$ cat src/rtl/rbb_pkg.sv
package rbb_pkg;

  localparam int unsigned CFG_IDX_W = 2;
  localparam int unsigned SUM_W     = 12;

  localparam logic [CFG_IDX_W-1:0] REG_WIDTH  = 2'd0;
  localparam logic [CFG_IDX_W-1:0] REG_HEIGHT = 2'd1;

  localparam logic [10:0] WIDTH_RESET  = 11'd1024;
  localparam logic [15:0] HEIGHT_RESET = 16'd768;

  // floor(x/9) = (x * 7282) >> 16 for x <= 9*255
  localparam logic [12:0] RECIP_NINE = 13'd7282;

  typedef struct packed {
    logic [7:0] r;
    logic [7:0] g;
    logic [7:0] b;
  } pix_t;

  typedef struct packed {
    logic [SUM_W-1:0] r;
    logic [SUM_W-1:0] g;
    logic [SUM_W-1:0] b;
  } sum_t;

  typedef struct packed {
    logic last;
    sum_t sums;
  } s2_t;

  function automatic logic [7:0] div9(input logic [SUM_W-1:0] x);
    logic [SUM_W+12:0] prod;
    prod = {13'd0, x} * {{SUM_W{1'b0}}, RECIP_NINE};
    return prod[23:16];
  endfunction

endpackage

$ cat src/rtl/rbb_mean.sv
module rbb_mean import rbb_pkg::*; (
  input  logic       clk,
  input  logic       rst,
  input  logic       s2_valid,
  input  s2_t        s2,
  input  logic       out_stall,
  output logic       out_free,
  output logic       out_valid,
  output logic [7:0] red_out,
  output logic [7:0] green_out,
  output logic [7:0] blue_out,
  output logic       frame_end
);

  assign out_free = !out_valid || !out_stall;

  always_ff @(posedge clk) begin
    if (s2_valid && out_free) begin
      red_out   <= div9(s2.sums.r);
      green_out <= div9(s2.sums.g);
      blue_out  <= div9(s2.sums.b);
      frame_end <= s2.last;
    end
  end

  always_ff @(posedge clk) begin
    if (rst) begin
      out_valid <= 1'b0;
    end else if (s2_valid && out_free) begin
      out_valid <= 1'b1;
    end else if (!out_stall) begin
      out_valid <= 1'b0;
    end
  end

endmodule

$ cat config.mk
export PLATFORM = sky130hd
export DESIGN_NAME = rbb_mean
export DESIGN_NICKNAME = d
export VERILOG_FILES = /design/src/rtl/rbb_pkg.sv /design/src/rtl/rbb_mean.sv
export SDC_FILE = /design/constraint.sdc
export NUM_CORES = 1
export LEC_CHECK = 0
export BUFFER_PORTS_ARGS = -buffer_cell sky130_fd_sc_hd__buf_2
export CORE_ASPECT_RATIO = 0.7
export CORE_MARGIN = 2
export CORE_UTILIZATION = 30
export CTS_BUF_LIST = sky130_fd_sc_hd__clkbuf_4 sky130_fd_sc_hd__clkbuf_8
export CTS_CLUSTER_SIZE = 24
export DETAILED_ROUTE_END_ITERATION = 6
export PLACE_DENSITY_LB_ADDON = 0.2
export SYNTH_ARGS = -nofsm -noshare
export SYNTH_HDL_FRONTEND = slang
export SYNTH_SLANG_ARGS = --single-unit
$ cat constraint.sdc
create_clock -name clk -period 9.7 [get_ports clk]
set_input_delay 0.97 -clock clk [delete_from_list [all_inputs] [get_ports clk]]
set_output_delay 0.97 -clock clk [all_outputs]
set_load 0.02 [all_outputs]
==> impl_metrics.csv, run 1 <==
group,metric,value,unit
global_route,grt.total_usage,0.1314,
logic_synthesis,ys.flop_type,"edfxtp_1",
logic_synthesis,ys_seq_elements,26,
clocking,cts_max_path_buffers,2,
detailed_routing,ant_nets,0,
clocking,cts_resized,0,
place,port_buffers,67,
sta,period_share,0.5415,
logic_synthesis,yosysWarningCount,0,
critical_path,cp-end-kind,"register",
die,dieArea,24330,sq um
clocking,cts_sinks,26,
power,power.density,275.4,nW/um^2
power,power,2.128,mW
sta,slew_violations,0,
final_layout,ff_latch_area,770.7,sq um
detailed_routing,viasPerCell,4.452,
logic_synthesis,synth_edf_count,25,
clocking,tritoncts,"built",
global_route,antenna_found_initial,0,
sta,slew_headroom,0.6209,
run,cap_violations,0,
global_route,grt_pass1_vias,4826,
logic_synthesis,postSynthCellCount,683,
final_layout,diodes,0,
place,gp_congestion,0.8491,
clocking,clk_latency,0.29,ns
die,start_util,0.3053,
sta,setup_violations,0,
die,die_x,185.6,um
logic_synthesis,synth_fp_nets,1011,
critical_path,worstSetupStartpoint,"s2[13]",
critical_path,worstPathRequired,9.73,ns
clocking,cts_max_level,1,
detailed_routing,wl_per_cell,13.89,um
final_layout,drive_gt1_frac,0.1046,
outcome,outcome,"complete, no violations",
final_layout,multi_input_area,5525,sq um
sta,worstMarginPinSlew,0.5543,ns
place,pre_cts_ws,4.190,ns
critical_path,arrival,5.28,ns
die,io_pins,68,
die,fp-row-count,46,
detailed_routing,dr.pass1.iters,4,
final_layout,fillers,2398,
clocking,postCtsSetupRepairBufs,0,
final_layout,syn_to_final_growth,11.62,%
logic_synthesis,yosysSeqAreaShare,0.1113,
detailed_routing,drt_wl_total,14830,um
critical_path,cp_max_fo,4,
sta,worst_slack,4.448,ns
detailed_routing,drcViolationCount,0,
critical_path,worstSetupPathType,"in2reg",
place,dp_hpwl,13660,um
global_route,grt_pass1_wl,25100,um
min_path,hp-start,"out_valid$_SDFFE_PP0P_",
sta,max_freq,190.4,MHz
logic_synthesis,synth_area,6923,sq um
detailed_routing,vias,4750,
die,die_y,131.1,um
clocking,cts_buffers,3,
sta,finalCriticalPeriod,5.252,ns
final_layout,stdcell_count,1067,
detailed_routing,drt_iter0_markers,228,
global_route,grt_max_degree,26,
final_layout,final_cell_area,7727,sq um
final_layout,final_common_cell,"ha_1",
sta,finalHoldViolCount,0,
power,ir_drop,113.5,uV
critical_path,cp-start-kind,"input port",
place,placedCellCount,1063,
global_route,gr-total-overflow,0,
logic_synthesis,postSynth.asyncResetShare,0,
min_path,hold_path_class,"reg2reg",
sta,skew,0.01854,ns
critical_path,worstReg2RegStart,"out_valid$_SDFFE_PP0P_",
sta,rsz0062_at_grt,"false",
final_layout,layout.nets,1084,
logic_synthesis,syn_area_per_cell,10.14,sq um
place,postPlaceCellArea,7656,sq um
logic_synthesis,synth_cell_types,42,
clocking,cts-root-buf,"clkbuf_8",
final_layout,final_cell_mix,"ha_1, inv_1, fa_1, buf_2, xnor2_1",
min_path,holdPathStages,2,
sta,tns,0,ns
clocking,cts.clk_slew.worst_paths,0.11,ns
critical_path,rr_worst_depth,3,
clocking,cts_hold_buf,0,
die,core_area,22680,sq um
power,p_leak,4.179,nW
==> flip-flops by register name, summed over array words and instances, names as in the netlist <==
name,cells
red_out,8
blue_out,8
frame_end,1
green_out,8
out_valid,1
==> path summary, 6_finish.rpt <==
path              slack (ns)                     end
hold / removal          0.51  out_valid$_SDFFE_PP0P_
setup / recovery        4.45  green_out[6]$_DFFE_PP_
setup reg to reg        8.49    red_out[7]$_DFFE_PP_
hold reg to reg         0.51  out_valid$_SDFFE_PP0P_
==> synthesized netlist by cell type (all sizes together), types with 2 or more instances <==
library cell / count / area share
a211oi: 6 / 0.0080
a21o: 9 / 0.0099
a21oi: 28 / 0.021
a311oi: 2 / 0.0025
a31oi: 2 / 0.0018
and2: 4 / 0.0036
and3: 2 / 0.0018
edfxtp: 25 / 0.11
fa: 87 / 0.25
ha: 200 / 0.36
inv: 167 / 0.091
nand2: 23 / 0.012
nand3: 6 / 0.0043
nand4: 11 / 0.0099
nor2: 20 / 0.011
nor2b: 7 / 0.0063
nor3: 4 / 0.0029
o211ai: 2 / 0.0029
o21ai: 18 / 0.013
o21bai: 5 / 0.0054
o31ai: 3 / 0.0033
xnor2: 27 / 0.034
xor2: 11 / 0.014
==> logic make-up after synthesis <==
family	after synthesis	synth area share
compound gates	84	0.08007
xor+xnor	38	0.04808
fa+ha+maj	287	0.6130
buf+inv	167	0.09055
flops	26	0.1113
simple gates	81	0.05693
==> metal layers <==
| metal | global-route usage | wire length, um | share of wire | vias to the layer above |
|---|---|---|---|---|
| li1 | - | - | - | 2408 |
| met1 | 0.2179 | 8721 | 0.59 | 2271 |
| met2 | 0.1857 | 5568 | 0.38 | 69 |
| met3 | 0.01602 | 513 | 0.035 | 2 |
| met4 | 0.007874 | 22 | 0.0015 | 0 |
| met5 | 0 | 0 | 0 | - |
==> worst max-delay path, stage by stage <==
cell and delay [ns]:
buf_2 0.11, inv_1 0.06, fa_1 0.53, inv_1 0.05, ha_1 0.31, inv_1 0.06, fa_1 0.50, inv_1 0.05
fa_1 0.50, inv_1 0.06, fa_1 0.54, inv_1 0.05, ha_1 0.32, nand3_1 0.09, nor3_1 0.13, o21ai_0 0.19
o21ai_1 0.41, a41oi_1 0.20, xnor2_1 0.16
==> through the flow <==
step           hold slack [ns]    util
2_1_floorplan           0.5890       -
3_3_place_gp            0.4931  0.3376
3_5_place_dp            0.4908  0.3376
4_1_cts                 0.5199  0.3408
5_1_grt                 0.5574  0.3408
6_report                0.5148  0.3408
==> layout make-up <==
type | instances | area share
Clock buffer | 3 | 0.005343
Clock inverter | 1 | 0.003886
Inverter | 167 | 0.08112
Multi-Input combinational cell | 490 | 0.7150
Sequential cell | 26 | 0.09974
Tap cell | 312 | 0.05052
Timing Repair Buffer | 68 | 0.04437
==> where the power goes <==
group / internal, mW / switching, mW
clock network: 0.0554 / 0.0399
registers: 0.237 / 0.0197
logic: 0.747 / 1.03
Power figures use the tool's default switching activity.
==> inputs of run 2 (changes only) <==
Clock period 9.7 ns to 5.3 ns, I/O delays scaled along.
==> run 2 against run 1 <==
- sequential share of layout area stayed put
- global-route usage is 0.072 points higher
- final cell count stayed put
- register-to-register slack worse by 4.4 ns
- critical path depth stayed put
- sequential power is 82% higher
- power is 83% higher
- via count is 0.59% lower
- critical path type unchanged
- critical endpoint is now blue_out[4]$_DFFE_PP_
- highest routed layer unchanged
==> impl_metrics.csv, run 2 (synthesized netlist as in run 1, its figures left out) <==
group,metric,value,unit
critical_path,path_buf_inv,7,
final_layout,reg_top3,"blue_out: 8 flops, green_out: 8 flops, red_out: 8 flops",
sta,finalCriticalPeriod,4.782,ns
clocking,cts.clk_slew.worst_paths,0.11,ns
detailed_routing,dr.pass1.iters,4,
die,dieArea,24330,sq um
min_path,hold_path_class,"in2reg",
sta,rsz0062_at_grt,"false",
power,p_leak,4.179,nW
sta,tns,0,ns
die,start_util,0.3053,
critical_path,worst_path_most_repeated_cell,"inv_1",
sta,slew_violations,0,
clocking,cts_sinks,26,
sta,skew,0.01450,ns
power,power,3.901,mW
clocking,cts_hold_buf,0,
detailed_routing,drt_wl_total,14800,um
outcome,outcome,"complete, no violations",
clocking,cts_buffers,3,
place,pre_cts_ws,0.2359,ns
critical_path,max_stage_delay,0.53,ns
final_layout,post-route-util,0.3408,
critical_path,cp-start-kind,"input port",
clocking,tritoncts,"built",
clocking,cts_max_level,1,
place,port_buffers,67,
detailed_routing,vias,4722,
global_route,gr-total-overflow,0,
sta,finalHoldViolCount,0,
critical_path,worstPathRequired,5.35,ns
die,io_pins,68,
place,gp_congestion,0.8478,
sta,worstMarginPinSlew,0.5646,ns
die,core_area,22680,sq um
clocking,clk_latency,0.29,ns
global_route,grt_max_degree,26,
die,die_x,185.6,um
global_route,grt_pass1_vias,4832,
sta,worst_slack,0.5178,ns
detailed_routing,drt_iter0_markers,223,
critical_path,slowest_stage,"fa_1",
critical_path,crit_chain,"buf_2, inv_1, fa_1, inv_1, ha_1, inv_1, fa_1, inv_1, fa_1, inv_1, fa_1, inv_1, ha_1, a211oi_2, nor2_1, o41ai_2, o211a_1, o21ai_0, xor2_1",
critical_path,arrival,4.83,ns
critical_path,cp_top_family,"adder cells",
final_layout,drive_gt1_frac,0.1046,
final_layout,final_common_cell,"ha_1",
final_layout,layout.nets,1084,
clocking,postCtsSetupRepairBufs,0,
power,ir_drop,203.0,uV
detailed_routing,ant_nets,0,
critical_path,cp-end-kind,"register",
clocking,cts_max_path_buffers,2,
detailed_routing,wl_per_cell,13.87,um
critical_path,worstSetupPathType,"in2reg",
die,die_y,131.1,um
global_route,grt_pass1_wl,25280,um
sta,whs,0.3761,ns
run,cap_violations,0,
sta,max_freq,209.1,MHz
final_layout,diodes,0,
clocking,cts-root-buf,"clkbuf_8",
global_route,grt.total_usage,0.1322,
global_route,antenna_found_initial,0,
power,power.density,504.8,nW/um^2
critical_path,cp_max_fo,5,
die,fp-row-count,46,
detailed_routing,drcViolationCount,0,
detailed_routing,viasPerCell,4.425,
clocking,cts_resized,0,
final_layout,syn_to_final_growth,11.62,%
place,dp_hpwl,13750,um
sta,slew_headroom,0.6138,
sta,setup_violations,0,
final_layout,final_cell_mix,"ha_1, inv_1, fa_1, buf_2, xnor2_1",
sta,period_share,0.9023,
[run 2: area by class of cell]
| cell class | count | area (sq um) |
|---|---|---|
| timing repair buffer | 68 | 342.8 |
| multi-input combinational | 490 | 5525 |
| fill | 2408 | 14950 |
| inverter | 167 | 626.9 |
| tap | 312 | 390.4 |
| clock buffer | 3 | 41.29 |
| clock inverter | 1 | 30.03 |
| sequential | 26 | 770.7 |
[run 2: worst paths after layout]
path | from | endpoint | slack, ns | depth (start not counted)
setup / recovery | s2[1] | blue_out[4]$_DFFE_PP_ | 0.52 | 19
hold / removal | rst | out_valid$_SDFFE_PP0P_ | 0.38 | 2
setup reg to reg | out_valid$_SDFFE_PP0P_ | red_out[4]$_DFFE_PP_ | 4.10 | 3
hold reg to reg | out_valid$_SDFFE_PP0P_ | out_valid$_SDFFE_PP0P_ | 0.51 | 2
[run 2: where the power goes]
group	switching [mW]	total [mW]	internal [mW]
clock network	0.0707	0.172	0.101
registers	0.0352	0.469	0.434
logic	1.89	3.26	1.37
[run 2: layer usage]
metal  routed length (um)  track usage  vias up
met3                  642      0.01298        2
met1                 8580       0.2201     2226
met4                   26     0.006948        0
li1                     -            -     2407
met2                 5548       0.1885       87
met5                    0            0        -
[run 2: per-stage QoR]
step                      std cells  instance area, sq um
final                          1067                  7727
after global routing           1067                  7727
after CTS                      1067                  7727
after detailed placement       1063                  7656
after global placement         1063                  7656
after floorplan                 683                  6923
[run 2: worst register-to-register path: cells and delay by family, from the launching register on]
kind                   cells  cell delay, ns
buffers and inverters      1            0.33
DFF                        1            0.33
and+or+nand+nor            2            0.19
