<file path="src/rtl/rbb_pkg.sv">
package rbb_pkg;

  localparam int unsigned CFG_IDX_W = 2;
  localparam int unsigned SUM_W     = 12;

  localparam logic [CFG_IDX_W-1:0] REG_WIDTH  = 2'd0;
  localparam logic [CFG_IDX_W-1:0] REG_HEIGHT = 2'd1;

  localparam logic [10:0] WIDTH_RESET  = 11'd1024;
  localparam logic [15:0] HEIGHT_RESET = 16'd768;

  // floor(x/9) = (x * 7282) >> 16 for x <= 9*255
  localparam logic [12:0] RECIP_NINE = 13'd7282;

  typedef struct packed {
    logic [7:0] r;
    logic [7:0] g;
    logic [7:0] b;
  } pix_t;

  typedef struct packed {
    logic [SUM_W-1:0] r;
    logic [SUM_W-1:0] g;
    logic [SUM_W-1:0] b;
  } sum_t;

  typedef struct packed {
    logic last;
    sum_t sums;
  } s2_t;

  function automatic logic [7:0] div9(input logic [SUM_W-1:0] x);
    logic [SUM_W+12:0] prod;
    prod = {13'd0, x} * {{SUM_W{1'b0}}, RECIP_NINE};
    return prod[23:16];
  endfunction

endpackage

</file>
<file path="src/rtl/rbb_window.sv">
module rbb_window import rbb_pkg::*; (
  input  logic clk,
  input  logic rst,
  input  logic advance,
  input  logic emit,
  input  logic last,
  input  pix_t up,
  input  pix_t mid,
  input  pix_t cur,
  input  logic out_free,
  output logic s2_free,
  output logic s2_valid,
  output s2_t  s2
);

  pix_t col0 [3];
  pix_t col1 [3];
  pix_t smp  [9];
  sum_t sums_next;

  always_comb begin
    smp[0] = col0[0];
    smp[1] = col0[1];
    smp[2] = col0[2];
    smp[3] = col1[0];
    smp[4] = col1[1];
    smp[5] = col1[2];
    smp[6] = up;
    smp[7] = mid;
    smp[8] = cur;
    sums_next = '0;
    for (int k = 0; k < 9; k++) begin
      sums_next.r = sums_next.r + {4'd0, smp[k].r};
      sums_next.g = sums_next.g + {4'd0, smp[k].g};
      sums_next.b = sums_next.b + {4'd0, smp[k].b};
    end
  end

  assign s2_free = !s2_valid || out_free;

  always_ff @(posedge clk) begin
    if (advance) begin
      col0[0] <= col1[0];
      col0[1] <= col1[1];
      col0[2] <= col1[2];
      col1[0] <= up;
      col1[1] <= mid;
      col1[2] <= cur;
    end
    if (advance && emit) begin
      s2.sums <= sums_next;
      s2.last <= last;
    end
  end

  always_ff @(posedge clk) begin
    if (rst) begin
      s2_valid <= 1'b0;
    end else if (advance && emit) begin
      s2_valid <= 1'b1;
    end else if (out_free) begin
      s2_valid <= 1'b0;
    end
  end

endmodule

</file>
<file path="config.mk">
export PLATFORM = sky130hd
export DESIGN_NAME = rbb_window
export DESIGN_NICKNAME = d
export VERILOG_FILES = /design/src/rtl/rbb_pkg.sv /design/src/rtl/rbb_window.sv
export SDC_FILE = /design/constraint.sdc
export NUM_CORES = 1
export LEC_CHECK = 0
export BUFFER_PORTS_ARGS = -buffer_cell sky130_fd_sc_hd__buf_2
export CAP_MARGIN = 0
export CORE_ASPECT_RATIO = 0.6
export CORE_UTILIZATION = 60
export CTS_CLUSTER_DIAMETER = 200
export DETAILED_ROUTE_END_ITERATION = 6
export PLACE_DENSITY = 0.8
export SLEW_MARGIN = 20
export SYNTH_ARGS = -nofsm -noshare
export SYNTH_HDL_FRONTEND = slang
export SYNTH_SLANG_ARGS = --single-unit
</file>
<file path="constraint.sdc">
create_clock -name clk -period 4.9 [get_ports clk]
set_input_delay 0.49 -clock clk [delete_from_list [all_inputs] [get_ports clk]]
set_output_delay 0.49 -clock clk [all_outputs]
set_load 0.05 [all_outputs]
</file>
==> impl_metrics.tcl, run 1 <==
set metrics [dict create \
    min_path_type "in2reg" \
    placementRows 37 \
    place.gp.congestion 0.816 \
    max_cap_viol_count 0 \
    min-delay-start "rst" \
    synth_top_area_share_pct 50.5 \
    yosysTopAreaCell "edfxtp_1" \
    multi_input_comb_area_mm2 0.00440 \
    p_sw_w 0.00381 \
    avgSynthCellArea_um2 14.7 \
    totalWireLength_um 17000 \
    yosysWarningCount 0 \
    worst_pin_slew_ns 0.906 \
    path_delay_family "adder cells" \
    post-place-ws_ns 0.387 \
    synthFlopType "edfxtp_1" \
    max_freq_ghz 0.229 \
    ys_ff_latch 182 \
    internal_power_w 0.00514 \
    drtPass1Iterations 5 \
    skew_ns 0.0101 \
    ys_async_sr_fraction_pct 0 \
    reg2reg_depth 12 \
    critPathLaunchType "register" \
    place_inst 1085 \
    power_w 0.00896 \
    syn-cell-area_mm2 0.0108 \
    seq_area_frac_synth_pct 50.6 \
    reg2reg_slack_ns 0.54 \
    slew_violations 0 \
    fin_cells 1116 \
    p_clk_share_pct 14.2 \
    cp_slowest_cell "fa_1" \
    synth_fp_nets 1011 \
    root_buffer "clkbuf_16" \
    die_h_um 106 \
    cts_tree "built" \
    end_kind "register" \
    setup_viol 0 \
    synth_cell_type_count 29 \
    startpoint "col0[0][2]" \
    worstPathMaxFanout 3 \
    synth.most_common_cell "inv_1" \
    pwr-share-seq_pct 26.6 \
    grt_max_degree 72 \
    fin_ws_ns 0.537 \
    required_ns 5.06 \
    fin_hold_ws_ns 0.226 \
    vias 5355 \
    combPwrFrac_pct 59.2 \
    chipWidth_um 175 \
    fill_cells 1219 \
    holdBufCountCts 0 \
    finalCritPeriodShare_pct 89.0 \
    clkLatencyLatePin_ns 0.42 \
    rsz0062_at_grt "false" \
    port_buffers 116 \
    crit_path_max_incr_delay_ns 0.58 \
    p_leak_nw 5.52 \
    syn_inst 732 \
    drc 0 \
    cts_buffers 17 \
    globalRouteTotalUtil_pct 21.1 \
    drive_gt1_share_pct 17.2 \
    crit_end "s2[10]" \
    via_per_inst 4.80 \
    postCtsSetupRepairBufs 0 \
    antenna_left 0 \
    grt_first_pass_wirelength_um 29100 \
    cts-resized-gates 0 \
    worst-path-stages 12 \
    outcome "finished, final reports clean" \
    drt_iter0_drc 327 \
    period_minus_slack_ns 4.36 \
    seq_area_mm2 0.00546 \
    path_common_cell "fa_1" \
    antenna_found_initial 0 \
    layout.nets 1149 \
    start_util_pct 62.1 \
    ios 117 \
    gr-total-overflow 0 \
    grt_pass1_vias 5775 \
    wire_per_inst_um 15.2 \
    yosys-top-cells-count "inv_1 (245), edfxtp_1 (181), fa_1 (162)" \
    synth_area_leaders "edfxtp_1 (50%), fa_1 (30%), inv_1 (8.5%)" \
    core_mm2 0.0174 \
    place_hpwl_um 13700 \
    p_sw_share_pct 42.6 \
    cts.htree.levels 4 \
    r2r-end "s2[10]" \
    ir_drop_v 0.000409 \
    fin_setup_tns_ns 0 \
    clkTransAtPathRegs_ns 0.07 \
    clock_sinks 182 \
    hold_viol_final 0 \
    arrival_ns 4.52 \
    rr_startpoint "col0[0][2]" \
    path_buf_inv 2 \
    design.die.area_mm2 0.0185 \
    area_growth_pct 13.4 \
    relSlewSlack_pct 39.6 \
    path_class "reg2reg" \
    diodes 0 \
    cp_cell_sequence "fa_1, fa_1, fa_1, inv_1, fa_1, inv_1, ha_1, fa_1, a21oi_1, o211ai_1, o41ai_2, xnor2_1" \
    power_density_mw_per_mm2 733 \
    max-clock-path-buffers 2 \
    synth_edf_count 181 \
]
-- worst min-delay path by stage --
stage	depth (start not counted)	slack [ns]	endpoint
after floorplan	0	0.43	col0[0][0]
after global placement	0	0.44	col0[0][66]
after detailed placement	0	0.44	col0[0][0]
after CTS	2	0.21	s2_valid
after global routing	2	0.20	s2_valid
final	2	0.23	s2_valid
-- through the flow --
step	area (um^2)	util [%]
2_1_floorplan	10800	-
3_3_place_gp	11700	67.3
3_5_place_dp	11700	67.3
4_1_cts	12200	70.3
5_1_grt	12200	70.3
6_report	12200	70.3
-- power groups by stage --
stage,Clock [W],Combinational (W),Sequential [W]
global route,0.00135,0.00597,0.00241
floorplan,0,0.00364,0.00289
global placement,0,0.00506,0.00242
detailed placement,0,0.00527,0.00243
finish,0.00127,0.00530,0.00239
CTS,0.00130,0.00531,0.00239
-- layout make-up --
type | instances | share of cell area, %
clock inverters | 12 | 0.850
clock buffers | 19 | 3.55
repair buffers | 119 | 4.99
well taps | 234 | 2.40
inverters | 245 | 7.53
flip-flops and latches | 182 | 44.7
multi-input cells | 305 | 36.0
-- cell families after synthesis --
| family | Yosys count | synth area share (%) |
|---|---|---|
| compound gates | 43 | 2.71 |
| xor+xnor | 21 | 1.71 |
| fa+ha+maj | 201 | 34.6 |
| buf+inv | 245 | 8.54 |
| flops | 182 | 50.6 |
| simple gates | 40 | 1.78 |
-- cells in the final DEF, fill, tap and decap left out --
| cell type | count |
|---|---|
| o41a_1 | 1 |
| a21o_1 | 3 |
| o21a_1 | 2 |
| nand3_1 | 3 |
| buf_6 | 1 |
| nand2_1 | 10 |
| clkinv_1 | 2 |
| nor2_1 | 15 |
| clkbuf_16 | 17 |
| fa_1 | 162 |
| xnor2_1 | 17 |
| nor2b_1 | 4 |
| nor2b_4 | 1 |
| nand3_2 | 1 |
| or2_2 | 1 |
| nand2b_1 | 1 |
| a21oi_1 | 13 |
| dfxtp_1 | 1 |
| o21bai_1 | 4 |
| a31oi_1 | 4 |
| xor2_1 | 4 |
| bufinv_16 | 1 |
| o2111ai_1 | 1 |
| ha_1 | 39 |
| edfxtp_1 | 181 |
| o2111ai_2 | 1 |
| buf_2 | 115 |
| clkbuf_1 | 2 |
| nor3_1 | 3 |
| and3_1 | 1 |
| buf_4 | 3 |
| inv_1 | 244 |
| clkinvlp_4 | 2 |
| o41ai_2 | 1 |
| o21ai_0 | 6 |
| clkinv_2 | 4 |
| o211ai_1 | 4 |
| a211oi_1 | 3 |
| clkinv_4 | 1 |
| inv_6 | 3 |
-- flip-flops by register name, summed over array words and instances (netlist names) --
signal and count:
col1 72, s2_valid 1, col0 72, s2 37
-- routing by layer --
metal | vias to the layer above | share of wire, % | global-route usage [%]
li1 | 2538 | - | -
met3 | 15 | 3.2 | 4.18
met2 | 108 | 47 | 31.7
met4 | 0 | 1.2 | 5.34
met1 | 2694 | 49 | 32.3
met5 | - | 0 | 0
No activity file was read; power rests on OpenSTA's default activity.
==> inputs of run 2 (changes only) <==
- PLACE_DENSITY: 0.8 -> 0.81
==> impl_metrics.tcl, run 2 (synthesis results as in run 1) <==
set metrics [dict create \
    outcome "finished, final reports clean" \
    postCtsSetupRepairBufs 0 \
    grt_max_degree 82 \
    min_path_type "in2reg" \
    end_kind "register" \
    relSlewSlack_pct 49.4 \
    max_cap_viol_count 0 \
    drtPass1Iterations 5 \
    cts_tree "built" \
    skew_ns 0.0133 \
    root_buffer "clkbuf_16" \
    chipWidth_um 175 \
    wire_per_inst_um 14.6 \
    wl_met1_um 8060 \
    slew_violations 0 \
    layout_commonest_cell "inv_1" \
    totalWireLength_um 16300 \
    critPathLaunchType "register" \
    worst_pin_slew_ns 0.759 \
    area_growth_pct 13.9 \
    top_regs "col0 x72, col1 x72, s2 x37" \
    holdBufCountCts 0 \
    drt_iter0_drc 302 \
    clkLatencyLatePin_ns 0.41 \
    dpl_cell_area_mm2 0.0117 \
    clkTransAtPathRegs_ns 0.07 \
    required_ns 5.05 \
    layout.nets 1149 \
    path_class "reg2reg" \
    place.gp.congestion 0.808 \
    fin_setup_tns_ns 0 \
    post-place-ws_ns 0.370 \
    period_minus_slack_ns 4.41 \
    place_hpwl_um 12900 \
    drc 0 \
    arrival_ns 4.56 \
    port_buffers 116 \
    max-clock-path-buffers 2 \
    die_h_um 106 \
    cts_buffers 17 \
    wl_met3_um 606 \
    gr-total-overflow 0 \
    antenna_left 0 \
    antenna_found_initial 0 \
    diodes 0 \
    place_inst 1085 \
    finalCritPeriodShare_pct 90.0 \
    setup_viol 0 \
    cts-resized-gates 0 \
    fin_cells 1117 \
    core_mm2 0.0174 \
    worstPathMaxFanout 3 \
    final_cell_mix "inv_1 (245), edfxtp_1 (181), fa_1 (162), buf_2 (115), ha_1 (39)" \
    vias 5259 \
    clock_sinks 182 \
    cts.htree.levels 4 \
    design.die.area_mm2 0.0185 \
    max_freq_ghz 0.227 \
    start_util_pct 62.1 \
    globalRouteTotalUtil_pct 20.1 \
    via_per_inst 4.71 \
    drive_gt1_share_pct 17.3 \
    grt_pass1_vias 5671 \
    dr_wl_met2_um 7490 \
    hold_viol_final 0 \
    placementRows 37 \
    rsz0062_at_grt "false" \
    post-route-cell-area_mm2 0.0123 \
    top_layer_used "met4" \
    ios 117 \
    grt_first_pass_wirelength_um 28000 \
    fin_ws_ns 0.489 \
]
==> run 2: routing by layer <==
layer | global-route usage (%) | vias to the layer above
li1 | - | 2544
met1 | 30.9 | 2587
met2 | 30.1 | 118
met3 | 3.46 | 10
met4 | 4.97 | 0
met5 | 0 | -
==> run 2: cell type report <==
| cell class | instances | area [um^2] |
|---|---|---|
| sequential | 182 | 5460 |
| fill | 1246 | 5090 |
| multi-input combinational | 305 | 4400 |
| inverter | 245 | 920 |
| timing repair buffer | 119 | 609 |
| clock buffer | 17 | 425 |
| tap | 234 | 293 |
| clock inverter | 15 | 174 |
==> run 2: worst max-delay path, stage by stage, from the launching register on <==
cell and delay [ns]:
edfxtp_1 0.40, fa_1 0.57, fa_1 0.47, fa_1 0.55, inv_1 0.05, fa_1 0.47, inv_1 0.04, ha_1 0.25
fa_1 0.49, a21oi_1 0.23, o211ai_1 0.21, o41ai_2 0.29, xnor2_1 0.11
==> run 2: metrics by stage <==
| step | hold WS, ns | util (%) |
|---|---|---|
| detailed placement | 0.439 | 67.3 |
| global placement | 0.433 | 67.3 |
| floorplan | 0.426 | - |
| finish | 0.223 | 70.7 |
| CTS | 0.206 | 70.7 |
| global route | 0.223 | 70.7 |
==> run 2: final timing paths <==
path | cells past startpoint | slack [ns] | from | end
setup / recovery | 12 | 0.49 | col0[0][2] | s2[10]
hold / removal | 2 | 0.22 | rst | s2_valid
hold reg to reg | 0 | 0.45 | col1[0][65] | col0[0][65]
setup reg to reg | 12 | 0.49 | col0[0][2] | s2[10]
Power of run 2 is left out: the tool's default activity adds up to more than one toggle a clock period on the data nets, which glitch-free logic cannot reach.
